<file path="config.mk">
export PLATFORM = sky130hd
export DESIGN_NAME = argb_watermark_blend_i420
export DESIGN_NICKNAME = d
export VERILOG_FILES = /design/src/hw/rtl/awb_pkg.sv /design/src/hw/rtl/awb_cfg_regs.sv /design/src/hw/rtl/awb_position.sv /design/src/hw/rtl/awb_datapath.sv /design/src/hw/rtl/argb_watermark_blend_i420.sv
export SDC_FILE = /design/constraint.sdc
export NUM_CORES = 2
export LEC_CHECK = 0
export BUFFER_PORTS_ARGS = -buffer_cell sky130_fd_sc_hd__buf_2
export CAP_MARGIN = 25
export CORE_MARGIN = 8
export CORE_UTILIZATION = 60
export CTS_BUF_LIST = sky130_fd_sc_hd__clkbuf_4
export CTS_CLUSTER_DIAMETER = 40
export CTS_CLUSTER_SIZE = 40
export DETAILED_ROUTE_END_ITERATION = 16
export GPL_TIMING_DRIVEN = 0
export PLACE_DENSITY = 0.77
export SLEW_MARGIN = 20
export SYNTH_ARGS = -nofsm -noshare
export SYNTH_HDL_FRONTEND = slang
export SYNTH_SLANG_ARGS = --single-unit
export TNS_END_PERCENT = 50
</file>
<file path="constraint.sdc">
create_clock -name clk -period 33.6 [get_ports clk]
set_clock_uncertainty 0.15 [all_clocks]
set_input_delay 6.72 -clock clk [delete_from_list [all_inputs] [get_ports clk]]
set_output_delay 6.72 -clock clk [all_outputs]
set_load 0.01 [all_outputs]
</file>
<file path="src/hw/rtl/awb_pkg.sv">
package awb_pkg;

  // Largest frame dimension the position counters have to cover.
  localparam int MAX_FRAME_DIM = 4096;
  localparam int CNT_W         = $clog2(MAX_FRAME_DIM);

  // Fixed field widths.
  localparam int PIX_W       = 8;
  localparam int DIM_W       = 13;
  localparam int OFFS_W      = 12;
  localparam int ADDR_W      = 25;
  localparam int SIZE_W      = 2 * DIM_W;
  localparam int FSZ_W       = SIZE_W + 1;
  localparam int ADDR_FULL_W = SIZE_W + 2;
  localparam int POS_W       = ((CNT_W > OFFS_W) ? CNT_W : OFFS_W) + 1;
  localparam int INC_W       = ((CNT_W + 1 > DIM_W) ? CNT_W + 1 : DIM_W);
  localparam int CFG_DATA_W  = DIM_W;
  localparam int CFG_IDX_W   = 3;
  localparam int SUM_W       = 18;

  // Register indexes on the configuration port.
  localparam logic [CFG_IDX_W-1:0] REG_FRAME_WIDTH  = 3'd0;
  localparam logic [CFG_IDX_W-1:0] REG_FRAME_HEIGHT = 3'd1;
  localparam logic [CFG_IDX_W-1:0] REG_MARK_X       = 3'd2;
  localparam logic [CFG_IDX_W-1:0] REG_MARK_Y       = 3'd3;
  localparam logic [CFG_IDX_W-1:0] REG_MARK_WIDTH   = 3'd4;
  localparam logic [CFG_IDX_W-1:0] REG_MARK_HEIGHT  = 3'd5;

  // Register reset values.
  localparam logic [DIM_W-1:0]  FRAME_WIDTH_RST  = 13'd640;
  localparam logic [DIM_W-1:0]  FRAME_HEIGHT_RST = 13'd480;
  localparam logic [OFFS_W-1:0] MARK_X_RST       = 12'd0;
  localparam logic [OFFS_W-1:0] MARK_Y_RST       = 12'd0;
  localparam logic [DIM_W-1:0]  MARK_WIDTH_RST   = 13'd64;
  localparam logic [DIM_W-1:0]  MARK_HEIGHT_RST  = 13'd64;
  localparam logic [SIZE_W-1:0] LUMA_SIZE_RST    = SIZE_W'(640 * 480);
  localparam logic [FSZ_W-1:0]  FRAME_SIZE_RST   = FSZ_W'(640 * 480 * 3 / 2);

  // BT.601 integer coefficients.
  localparam logic signed [SUM_W-1:0] CY_R = 18'sd66;
  localparam logic signed [SUM_W-1:0] CY_G = 18'sd129;
  localparam logic signed [SUM_W-1:0] CY_B = 18'sd25;
  localparam logic signed [SUM_W-1:0] CU_R = -18'sd38;
  localparam logic signed [SUM_W-1:0] CU_G = -18'sd74;
  localparam logic signed [SUM_W-1:0] CU_B = 18'sd112;
  localparam logic signed [SUM_W-1:0] CV_R = 18'sd112;
  localparam logic signed [SUM_W-1:0] CV_G = -18'sd94;
  localparam logic signed [SUM_W-1:0] CV_B = -18'sd18;
  localparam logic signed [SUM_W-1:0] ROUND_HALF = 18'sd128;
  localparam logic [PIX_W-1:0] LUMA_BIAS   = 8'd16;
  localparam logic [PIX_W-1:0] CHROMA_BIAS = 8'd128;
  localparam logic [PIX_W-1:0] ALPHA_FULL  = 8'd255;

  typedef struct packed {
    logic [DIM_W-1:0]  frame_width;
    logic [DIM_W-1:0]  frame_height;
    logic [OFFS_W-1:0] mark_x;
    logic [OFFS_W-1:0] mark_y;
    logic [DIM_W-1:0]  mark_width;
    logic [DIM_W-1:0]  mark_height;
  } awb_cfg_t;

  typedef struct packed {
    logic [SIZE_W-1:0] luma_size;
    logic [FSZ_W-1:0]  frame_size;
  } awb_geom_t;

  typedef struct packed {
    logic [PIX_W-1:0] alpha;
    logic [PIX_W-1:0] red;
    logic [PIX_W-1:0] green;
    logic [PIX_W-1:0] blue;
    logic [PIX_W-1:0] luma;
    logic [PIX_W-1:0] cb;
    logic [PIX_W-1:0] cr;
  } awb_pixel_t;

  typedef struct packed {
    logic              luma_write;
    logic [ADDR_W-1:0] luma_addr;
    logic [PIX_W-1:0]  luma_value;
    logic              cb_write;
    logic [ADDR_W-1:0] cb_addr;
    logic [PIX_W-1:0]  cb_value;
    logic              cr_write;
    logic [ADDR_W-1:0] cr_addr;
    logic [PIX_W-1:0]  cr_value;
  } awb_result_t;

endpackage

</file>
<file path="src/hw/rtl/awb_cfg_regs.sv">
module awb_cfg_regs (
  input  logic                             clk,
  input  logic                             rst,
  input  logic                             cfg_write,
  input  logic [awb_pkg::CFG_IDX_W-1:0]    cfg_index,
  input  logic [awb_pkg::CFG_DATA_W-1:0]   cfg_data,
  output awb_pkg::awb_cfg_t                cfg,
  output awb_pkg::awb_geom_t               geom
);
  import awb_pkg::*;

  logic [SIZE_W-1:0] luma_size_next;

  always_ff @(posedge clk) begin
    if (rst) begin
      cfg.frame_width  <= FRAME_WIDTH_RST;
      cfg.frame_height <= FRAME_HEIGHT_RST;
      cfg.mark_x       <= MARK_X_RST;
      cfg.mark_y       <= MARK_Y_RST;
      cfg.mark_width   <= MARK_WIDTH_RST;
      cfg.mark_height  <= MARK_HEIGHT_RST;
    end else if (cfg_write) begin
      unique case (cfg_index)
        REG_FRAME_WIDTH:  cfg.frame_width  <= cfg_data;
        REG_FRAME_HEIGHT: cfg.frame_height <= cfg_data;
        REG_MARK_X:       cfg.mark_x       <= cfg_data[OFFS_W-1:0];
        REG_MARK_Y:       cfg.mark_y       <= cfg_data[OFFS_W-1:0];
        REG_MARK_WIDTH:   cfg.mark_width   <= cfg_data;
        REG_MARK_HEIGHT:  cfg.mark_height  <= cfg_data;
        default: ;
      endcase
    end
  end

  // Plane sizes follow the registers in the cycle after they change.
  assign luma_size_next = cfg.frame_width * cfg.frame_height;

  always_ff @(posedge clk) begin
    if (rst) begin
      geom.luma_size  <= LUMA_SIZE_RST;
      geom.frame_size <= FRAME_SIZE_RST;
    end else begin
      geom.luma_size  <= luma_size_next;
      geom.frame_size <= FSZ_W'(({1'b0, luma_size_next, 1'b0} +
                                 {2'b0, luma_size_next}) >> 1);
    end
  end

endmodule

</file>
<file path="src/hw/rtl/awb_position.sv">
module awb_position (
  input  logic                      clk,
  input  logic                      rst,
  input  logic                      advance,
  input  awb_pkg::awb_cfg_t         cfg,
  output logic [awb_pkg::CNT_W-1:0] mark_column,
  output logic [awb_pkg::CNT_W-1:0] mark_row
);
  import awb_pkg::*;

  logic [INC_W-1:0] column_inc;
  logic [INC_W-1:0] row_inc;
  logic             column_wrap;
  logic             row_wrap;

  // A zero watermark size behaves like one, since the incremented value
  // always reaches it.
  assign column_inc  = INC_W'(mark_column) + INC_W'(1);
  assign row_inc     = INC_W'(mark_row) + INC_W'(1);
  assign column_wrap = (column_inc >= INC_W'(cfg.mark_width)) ||
                       (column_inc >= INC_W'(MAX_FRAME_DIM));
  assign row_wrap    = (row_inc >= INC_W'(cfg.mark_height)) ||
                       (row_inc >= INC_W'(MAX_FRAME_DIM));

  always_ff @(posedge clk) begin
    if (rst) begin
      mark_column <= '0;
      mark_row    <= '0;
    end else if (advance) begin
      if (column_wrap) begin
        mark_column <= '0;
        mark_row    <= row_wrap ? '0 : row_inc[CNT_W-1:0];
      end else begin
        mark_column <= column_inc[CNT_W-1:0];
      end
    end
  end

endmodule

</file>
<file path="src/hw/rtl/awb_datapath.sv">
module awb_datapath (
  input  logic                      clk,
  input  logic                      rst,
  input  logic                      in_valid,
  output logic                      in_ready,
  input  awb_pkg::awb_pixel_t       pixel,
  input  logic [awb_pkg::CNT_W-1:0] mark_column,
  input  logic [awb_pkg::CNT_W-1:0] mark_row,
  input  awb_pkg::awb_cfg_t         cfg,
  input  awb_pkg::awb_geom_t        geom,
  output logic                      out_valid,
  input  logic                      out_ready,
  output awb_pkg::awb_result_t      result
);
  import awb_pkg::*;

  function automatic logic [PIX_W-1:0] conv_sample(
    input logic signed [SUM_W-1:0] s,
    input logic [PIX_W-1:0]        bias
  );
    logic signed [SUM_W-1:0] t;
    t = s + ROUND_HALF;
    // Bits 15:8 are the low byte of the floor shift by eight.
    return t[15:8] + bias;
  endfunction

  // floor(x / 255) for x up to 255 * 255 is (x + (x >> 8) + 1) >> 8.
  function automatic logic [PIX_W-1:0] blend_sample(
    input logic [PIX_W-1:0] old_v,
    input logic [PIX_W-1:0] new_v,
    input logic [PIX_W-1:0] a
  );
    logic [2*PIX_W-1:0] x;
    logic [2*PIX_W:0]   q;
    x = {8'b0, new_v} * {8'b0, a} + {8'b0, old_v} * {8'b0, ALPHA_FULL - a};
    q = {1'b0, x} + (2*PIX_W+1)'(x[2*PIX_W-1:PIX_W]) + (2*PIX_W+1)'(1);
    return q[2*PIX_W-1:PIX_W];
  endfunction

  logic                    stage_valid;
  awb_pixel_t              stage_pix;
  logic [CNT_W-1:0]        stage_col;
  logic [CNT_W-1:0]        stage_row;
  logic                    out_advance;

  logic signed [SUM_W-1:0] r_s;
  logic signed [SUM_W-1:0] g_s;
  logic signed [SUM_W-1:0] b_s;
  logic [PIX_W-1:0]        y_new;
  logic [PIX_W-1:0]        u_new;
  logic [PIX_W-1:0]        v_new;

  logic [POS_W-1:0]        luma_row;
  logic [POS_W-1:0]        chroma_row;
  logic [POS_W+DIM_W-1:0]  luma_prod;
  logic [POS_W+DIM_W-1:0]  chroma_prod;
  logic [ADDR_FULL_W-1:0]  luma_full;
  logic [ADDR_FULL_W-1:0]  cb_full;
  logic [ADDR_FULL_W-1:0]  cr_full;
  logic [ADDR_FULL_W-1:0]  frame_size;
  logic                    opaque;
  logic                    even_pos;
  awb_result_t             result_next;

  // The input stage moves on whenever the result register is free or
  // its word is being taken.
  assign out_advance = !out_valid || out_ready;
  assign in_ready    = !stage_valid || out_advance;

  always_ff @(posedge clk) begin
    if (rst) begin
      stage_valid <= 1'b0;
    end else if (in_ready) begin
      stage_valid <= in_valid;
    end
  end

  always_ff @(posedge clk) begin
    if (in_valid && in_ready) begin
      stage_pix <= pixel;
      stage_col <= mark_column;
      stage_row <= mark_row;
    end
  end

  assign r_s = $signed({10'b0, stage_pix.red});
  assign g_s = $signed({10'b0, stage_pix.green});
  assign b_s = $signed({10'b0, stage_pix.blue});

  assign y_new = conv_sample(CY_R * r_s + CY_G * g_s + CY_B * b_s, LUMA_BIAS);
  assign u_new = conv_sample(CU_R * r_s + CU_G * g_s + CU_B * b_s, CHROMA_BIAS);
  assign v_new = conv_sample(CV_R * r_s + CV_G * g_s + CV_B * b_s, CHROMA_BIAS);

  assign luma_row    = POS_W'(stage_row) + POS_W'(cfg.mark_y);
  assign chroma_row  = POS_W'(stage_row >> 1) + POS_W'(cfg.mark_y >> 1);
  assign luma_prod   = luma_row * cfg.frame_width;
  assign chroma_prod = chroma_row * cfg.frame_width;

  assign luma_full = ADDR_FULL_W'(luma_prod) + ADDR_FULL_W'(stage_col) +
                     ADDR_FULL_W'(cfg.mark_x);
  assign cb_full   = ADDR_FULL_W'(geom.luma_size) + ADDR_FULL_W'(chroma_prod >> 1) +
                     ADDR_FULL_W'(stage_col >> 1) + ADDR_FULL_W'(cfg.mark_x >> 1);
  assign cr_full   = cb_full + ADDR_FULL_W'(geom.luma_size >> 2);
  assign frame_size = ADDR_FULL_W'(geom.frame_size);

  assign opaque   = |stage_pix.alpha;
  assign even_pos = !stage_col[0] && !stage_row[0];

  always_comb begin
    result_next.luma_write = opaque && (luma_full < frame_size);
    result_next.luma_addr  = luma_full[ADDR_W-1:0];
    result_next.luma_value = blend_sample(stage_pix.luma, y_new, stage_pix.alpha);
    result_next.cb_write   = opaque && even_pos && (cb_full < frame_size);
    result_next.cb_addr    = cb_full[ADDR_W-1:0];
    result_next.cb_value   = blend_sample(stage_pix.cb, u_new, stage_pix.alpha);
    result_next.cr_write   = opaque && even_pos && (cr_full < frame_size);
    result_next.cr_addr    = cr_full[ADDR_W-1:0];
    result_next.cr_value   = blend_sample(stage_pix.cr, v_new, stage_pix.alpha);
  end

  always_ff @(posedge clk) begin
    if (rst) begin
      out_valid <= 1'b0;
    end else if (out_advance) begin
      out_valid <= stage_valid;
    end
  end

  always_ff @(posedge clk) begin
    if (out_advance && stage_valid) begin
      result <= result_next;
    end
  end

endmodule

</file>
<file path="src/hw/rtl/argb_watermark_blend_i420.sv">
// An accepted word passes from the input register to the result register, which
// drives the result ports. Throughput: one word per cycle while out_ready is high;
// the two registers form a two-entry pipeline, so a new word is taken while a result waits.
// Reset (rst, synchronous, active high) empties the pipeline, zeroes the
// watermark position counters and loads the registers with 640x480, 64x64 at 0,0.
module argb_watermark_blend_i420 (
  input  logic                               clk,
  input  logic                               rst,
  input  logic                               cfg_write,
  input  logic [awb_pkg::CFG_IDX_W-1:0]      cfg_index,
  input  logic [awb_pkg::CFG_DATA_W-1:0]     cfg_data,
  input  logic                               in_valid,
  output logic                               in_ready,
  input  logic [awb_pkg::PIX_W-1:0]          mark_alpha,
  input  logic [awb_pkg::PIX_W-1:0]          mark_red,
  input  logic [awb_pkg::PIX_W-1:0]          mark_green,
  input  logic [awb_pkg::PIX_W-1:0]          mark_blue,
  input  logic [awb_pkg::PIX_W-1:0]          orig_luma,
  input  logic [awb_pkg::PIX_W-1:0]          orig_cb,
  input  logic [awb_pkg::PIX_W-1:0]          orig_cr,
  output logic                               out_valid,
  input  logic                               out_ready,
  output logic                               luma_write,
  output logic [awb_pkg::ADDR_W-1:0]         luma_addr,
  output logic [awb_pkg::PIX_W-1:0]          luma_value,
  output logic                               cb_write,
  output logic [awb_pkg::ADDR_W-1:0]         cb_addr,
  output logic [awb_pkg::PIX_W-1:0]          cb_value,
  output logic                               cr_write,
  output logic [awb_pkg::ADDR_W-1:0]         cr_addr,
  output logic [awb_pkg::PIX_W-1:0]          cr_value
);
  import awb_pkg::*;

  // The watermark arrives in row-major order. Each word is converted to
  // BT.601 YUV and blended with the original samples the caller fetched
  // for the addresses this block reports. Chroma writes are only flagged
  // on even columns and rows, and every write needs nonzero alpha and an
  // address inside the I420 frame.
  //
  // The configuration registers feed a registered copy of the plane sizes,
  // so a register write reaches the plane sizes only once that copy has updated.
  // The position counters advance on every accepted word and are not
  // touched by configuration writes.

  awb_cfg_t         cfg;
  awb_geom_t        geom;
  awb_pixel_t       pixel;
  awb_result_t      result;
  logic [CNT_W-1:0] mark_column;
  logic [CNT_W-1:0] mark_row;

  assign pixel.alpha = mark_alpha;
  assign pixel.red   = mark_red;
  assign pixel.green = mark_green;
  assign pixel.blue  = mark_blue;
  assign pixel.luma  = orig_luma;
  assign pixel.cb    = orig_cb;
  assign pixel.cr    = orig_cr;

  awb_cfg_regs u_cfg_regs (
    .clk       (clk),
    .rst       (rst),
    .cfg_write (cfg_write),
    .cfg_index (cfg_index),
    .cfg_data  (cfg_data),
    .cfg       (cfg),
    .geom      (geom)
  );

  // The counters hold the position of the word on the input port; the
  // datapath captures them together with the word.
  awb_position u_position (
    .clk         (clk),
    .rst         (rst),
    .advance     (in_valid && in_ready),
    .cfg         (cfg),
    .mark_column (mark_column),
    .mark_row    (mark_row)
  );

  awb_datapath u_datapath (
    .clk         (clk),
    .rst         (rst),
    .in_valid    (in_valid),
    .in_ready    (in_ready),
    .pixel       (pixel),
    .mark_column (mark_column),
    .mark_row    (mark_row),
    .cfg         (cfg),
    .geom        (geom),
    .out_valid   (out_valid),
    .out_ready   (out_ready),
    .result      (result)
  );

  assign luma_write = result.luma_write;
  assign luma_addr  = result.luma_addr;
  assign luma_value = result.luma_value;
  assign cb_write   = result.cb_write;
  assign cb_addr    = result.cb_addr;
  assign cb_value   = result.cb_value;
  assign cr_write   = result.cr_write;
  assign cr_addr    = result.cr_addr;
  assign cr_value   = result.cr_value;

endmodule

</file>
[After elaboration in Yosys (flattened, before gate mapping)]
Cells that the tools add are included.
Operators by class
  add/subtract/negate cells: 33
  multiply operators: 18
  div/mod/pow operators: 0
  $lt $le $gt $ge: 7
  eq/ne operators: 5
  shifts and indexed selects: 0
  multiplexer cells: 2
  bitwise operators: 0
  reductions and logical operators: 24
Operators with widths (number)
  $add A16 B16 Y16: 9
  $mul A8 B8 Y16: 6
  $lt A28 B27 Y1: 3
  $mul A13 B13 Y26: 3
  $add A28 B11 Y28: 2
  $add A16 B1 Y16 const B: 3
  $add A16 B8 Y16: 3
  $add A16 B9 Y16 const B: 3
  $mul A7 B9 Y15 const A: 2
  $add A27 B26 Y28: 1
  $add A28 B12 Y28: 1
  $add A28 B24 Y28: 1
  $add A26 B12 Y27: 1
  $add A26 B25 Y27: 1
  $add A12 B1 Y13 const B: 2
  $ge A13 B13 Y1: 2
  $ge A13 B13 Y1 const B: 2
  $mux W12: 2
  $mul A3 B8 Y11 const A: 2
  $add A8 B8 Y8 const B: 2
  $mul A8 B8 Y16 const A: 1
  $mul A6 B9 Y15 const A: 1
  $mul A5 B9 Y14 const A: 1
  $mul A6 B8 Y14 const A: 1
  14 further kinds: 34
Storage, ports and cells
  register bits after elaboration: 337
  latch bits: 0
  RAM bits: 0
  ROM bits: 0
  output and inout bits: 104
  memories: 0

[Depth between registers and ports, before layout]
  word-level depth: 9
  mapped depth: 57

[Cells and area by module]
From an unflattened synthesis, not the netlist that was laid out.
Unflattened totals
  cell total of the unflattened synthesis: 6250
  area total of the unflattened synthesis: 57726.6 um^2
By module, submodules not included
  awb_datapath: instances 1, cells an instance 4710, area an instance 44889.3 um^2, sequential area each 5505.3 um^2
  awb_cfg_regs: instances 1, cells an instance 1269, area an instance 10754.1 um^2, sequential area each 2582.5 um^2
  awb_position: instances 1, cells an instance 270, area an instance 2077.0 um^2, sequential area each 480.5 um^2
  argb_watermark_blend_i420: instances 1, cells an instance 1, area an instance 6.3 um^2, sequential area each 0.0 um^2

[Worst setup path before layout]
Ideal clock, no wire load.
  path type: input -> output
  start point: in out_ready
  end point: out in_ready
  data arrival time: 7039 ps
  slack: 19691 ps
  stages on the path: 2
  cell sequence: nor2b_1 nand2_1
Between the ends
  word-level cells in the longest chain between the ends: 2
Ends and longest elaborated chain
  start: declaration: line argb_watermark_blend_i420.sv:22  | input logic out_ready,
  $logic_or A1 B1 Y1: line awb_datapath.sv:67  | assign out_advance = !out_valid || out_ready;
  $logic_or A1 B1 Y1: line awb_datapath.sv:68  | assign in_ready = !stage_valid || out_advance;
  end: declaration: line argb_watermark_blend_i420.sv:13  | output logic in_ready,
No other way between the ends.

==> results by group <==
Global route
  • Total grt overflow: 0
  • First-pass GRT wire length: 247 mm
  • Pin count of the biggest net entering global routing: 49
  • Total GRT Usage: 0.291
  • Vias in the first global route: 45,859
  • Antenna violations before repair: 6

Placed design
  • Post-DP HPWL: 132 mm
  • Routability Congestion: 0.963
  • Post-placement cell area: 0.0608 mm2
  • Buffers on Ports: 180
  • Placed cell count: 7,874

Clock network
  • CTS tree: built
  • PostCTS Resize Cnt: 0
  • CTS Sinks: 337
  • Clock Tree Root: clkbuf_4
  • Clock buffer depth: 3
  • Clock slew at reported path FFs: 120 ps
  • Insertion delay of the later-clocked pin in the worst-skew pair: 990 ps
  • Htree depth: 2
  • Post-CTS Setup Bufs: 0
  • CTS buffer count: 58
  • CTS Hold Bufs: 0

Finish
  • Final instance area: 0.0618 mm2
  • Final std cells w/o fill: 7,993
  • # nets final: 8,447
  • Synth-to-Final Area Change: 6.26%
  • Layout cell share with drive strength beyond 1: 0.0516

Routing
  • # DRC: 0
  • DRT iter0 DRCs: 3,506
  • DRT antenna net count: 0
  • DRT Pass-1 Iters: 6
  • Wire per inst: 19.6 um
  • Via count: 45,197
  • Via-to-Cell Ratio: 5.65
  • Final wirelength: 157 mm

Logic synthesis
  • Post-synth EDFFs: 182
  • Share of the synthesized area in the top cell type: 0.264
  • Syn avg cell area: 9.06 um2
  • Synth cell count leaders: inv_1 (1,221), ha_1 (943), fa_1 (767)
  • Dominant synthesized flop cell: edfxtp_1
  • Post-Synthesis Cells: 6,412
  • Register area share after synthesis: 0.147
  • Largest area contributor in the netlist: fa_1
  • Ranking of synthesized cells by area: fa_1 (26%), ha_1 (20%), edfxtp_1 (9.4%), inv_1 (7.9%), dfxtp_1 (5.3%)
  • Most numerous cell in the Yosys netlist: inv_1
  • Synthesized flop and latch total: 337
  • Synthesized cell area: 0.0581 mm2
  • Syn Nets: 8,199
  • Yosys warnings: 0
  • Distinct cell type count of the synthesized netlist: 80
  • Ys async rst share: 0

Setup path
  • Data arrival, critical path: 15,610 ps
  • CP max-delay cell: xor2_1
  • Worst setup SP type: flip-flop
  • Crit. End Element: flip-flop
  • CP Max Fanout: 9
  • WS Path Type: flip-flop to flip-flop
  • R2R cell count: 52
  • Crit-path max cell delay: 720 ps
  • Worst EP required: 34,150 ps
  • Critical R2R Capture: u_datapath.result[75]$_DFFE_PP_
  • RR Startpoint: u_datapath.b_s[3]$_DFFE_PP_
  • Reg2reg setup slack: 18,540 ps
  • Cell mode on critical path: fa_1

Die
  • Chip height: 327 um
  • Top-level I/O count: 181
  • Die width: 327 um
  • Initial cell density of the core: 0.604
  • Site Rows: 114
  • DIE AREA: 0.107 mm2
  • Core area: 0.0963 mm2

Outcome
  • Outcome: complete, no violations

STA
  • Hold Fails Final Rpt: 0
  • Period minus WS final: 15,060 ps
  • Setup violators final: 0
  • Actual slew at the worst max-slew pin: 1100 ps
  • Period utilisation layout: 0.448
  • Max Slew Vio Count: 0
  • Final Hold Slack: 311 ps
  • Highest clock rate: 66.4 MHz
  • Max-Slew Margin vs Limit: 0.260
  • RSZ-0062 raised after global routing: false
  • Setup TNS: 0 ps

Worst hold path
  • Hold Startpoint: u_cfg_regs.cfg[17]$_SDFFE_PP0P_
  • Hold crit path type: flip-flop to flip-flop
  • Hold EP: u_cfg_regs.cfg[17]$_SDFFE_PP0P_
  • Hold Path Cell Cnt: 2

Flow run
  • Max Cap Viol: 0
==> per-stage QoR <==
stage	setup slack [ps]	utilization
6_report	18540	0.641
3_3_place_gp	18850	0.630
3_5_place_dp	18620	0.631
4_1_cts	18480	0.641
2_1_floorplan	19690	-
5_1_grt	17730	0.641
==> placed cells by master (no fill, tap or decap), drive strengths merged, types with 8 or more instances in the layout <==
cell type and count:
xor2 109, clkbuf 237, o31ai 12, ha 943, o22ai 9, o21ai 149
nor2 209, edfxtp 182, or2 18, dfxtp 155, and2 293, nand2 696
a21oi 308, nand3 66, nor4 14, nor2b 196, nor3 69, and3 29
nand2b 125, a211o 10, a21o 94, inv 1243, or3 15, buf 191
a41oi 8, nand4 19, xnor2 238, fa 767, clkinv 17, nand3b 20
a31oi 17, o21bai 46, o2111ai 9, a21boi 11, a2111oi 8, o21a 44
a211oi 33
==> cells by family (layout without fill, tap and decap cells) <==
logic type	count (synthesis)	after routing	share of synthesized area
other	0	7	0
and+or+nand+nor	1795	1795	0.153
muxes	4	4	0.000732
buffers and inverters	1401	1699	0.0906
DFF	337	337	0.147
adders and majority gates	1710	1710	0.467
AOI/OAI and AO/OA	817	817	0.0879
xor gates and xnor gates	348	348	0.0527
==> worst max-delay path by stage <==
stage | start | end | slack [ps] | depth (start not counted)
after floorplan | out_ready | in_ready | 19690 | 2
final | u_datapath.b_s[3]$_DFFE_PP_ | u_datapath.result[75]$_DFFE_PP_ | 18540 | 52
after CTS | u_datapath.b_s[2]$_DFFE_PP_ | u_datapath.result[75]$_DFFE_PP_ | 18480 | 51
after global placement | u_datapath.b_s[2]$_DFFE_PP_ | u_datapath.result[75]$_DFFE_PP_ | 18850 | 51
after global routing | u_datapath.b_s[3]$_DFFE_PP_ | u_datapath.result[75]$_DFFE_PP_ | 17730 | 52
after detailed placement | u_datapath.b_s[2]$_DFFE_PP_ | u_datapath.result[75]$_DFFE_PP_ | 18620 | 51
==> metal layers <==
layer  vias up  global-route usage  part of all wire
met5         -             0.00679           0.00072
met4         4               0.101             0.039
met3       360              0.0713              0.10
met2      1770               0.451              0.43
met1     22044               0.397              0.43
li1      21019                   -                 -
==> flip-flops by register name, indices dropped and copies added (netlist names) <==
signal	count
u_datapath.r_s	8
u_position.mark_row	12
u_datapath.result	102
u_datapath.g_s	8
u_cfg_regs.cfg	76
u_datapath.stage_valid	1
u_datapath.stage_pix	32
u_cfg_regs.geom	53
u_datapath.stage_row	12
u_datapath.stage_col	12
u_datapath.b_s	8
u_datapath.out_valid	1
u_position.mark_column	12
==> final cells by class <==
| class | count | area (um2) |
|---|---|---|
| Multi-Input combinational cell | 4674 | 44300 |
| Fill cell | 8116 | 34500 |
| Sequential cell | 337 | 8570 |
| Inverter | 1221 | 4580 |
| Tap cell | 1276 | 1600 |
| Timing Repair Buffer | 188 | 1030 |
| Buffer | 180 | 684 |
| Clock inverter | 50 | 500 |
| Clock buffer | 60 | 450 |
| Antenna cell | 7 | 17.5 |
==> critical path: cells and delay by family (launching register included) <==
family	cells	cell delay [ps]
xor+xnor	6	2250
flops	1	590
compound gates	13	2650
fa+ha+maj	17	7020
buf+inv	9	730
simple gates	7	1390
Power is not shown: default switching activity piles up to over one toggle a cycle in this logic, so the estimate is an artifact.
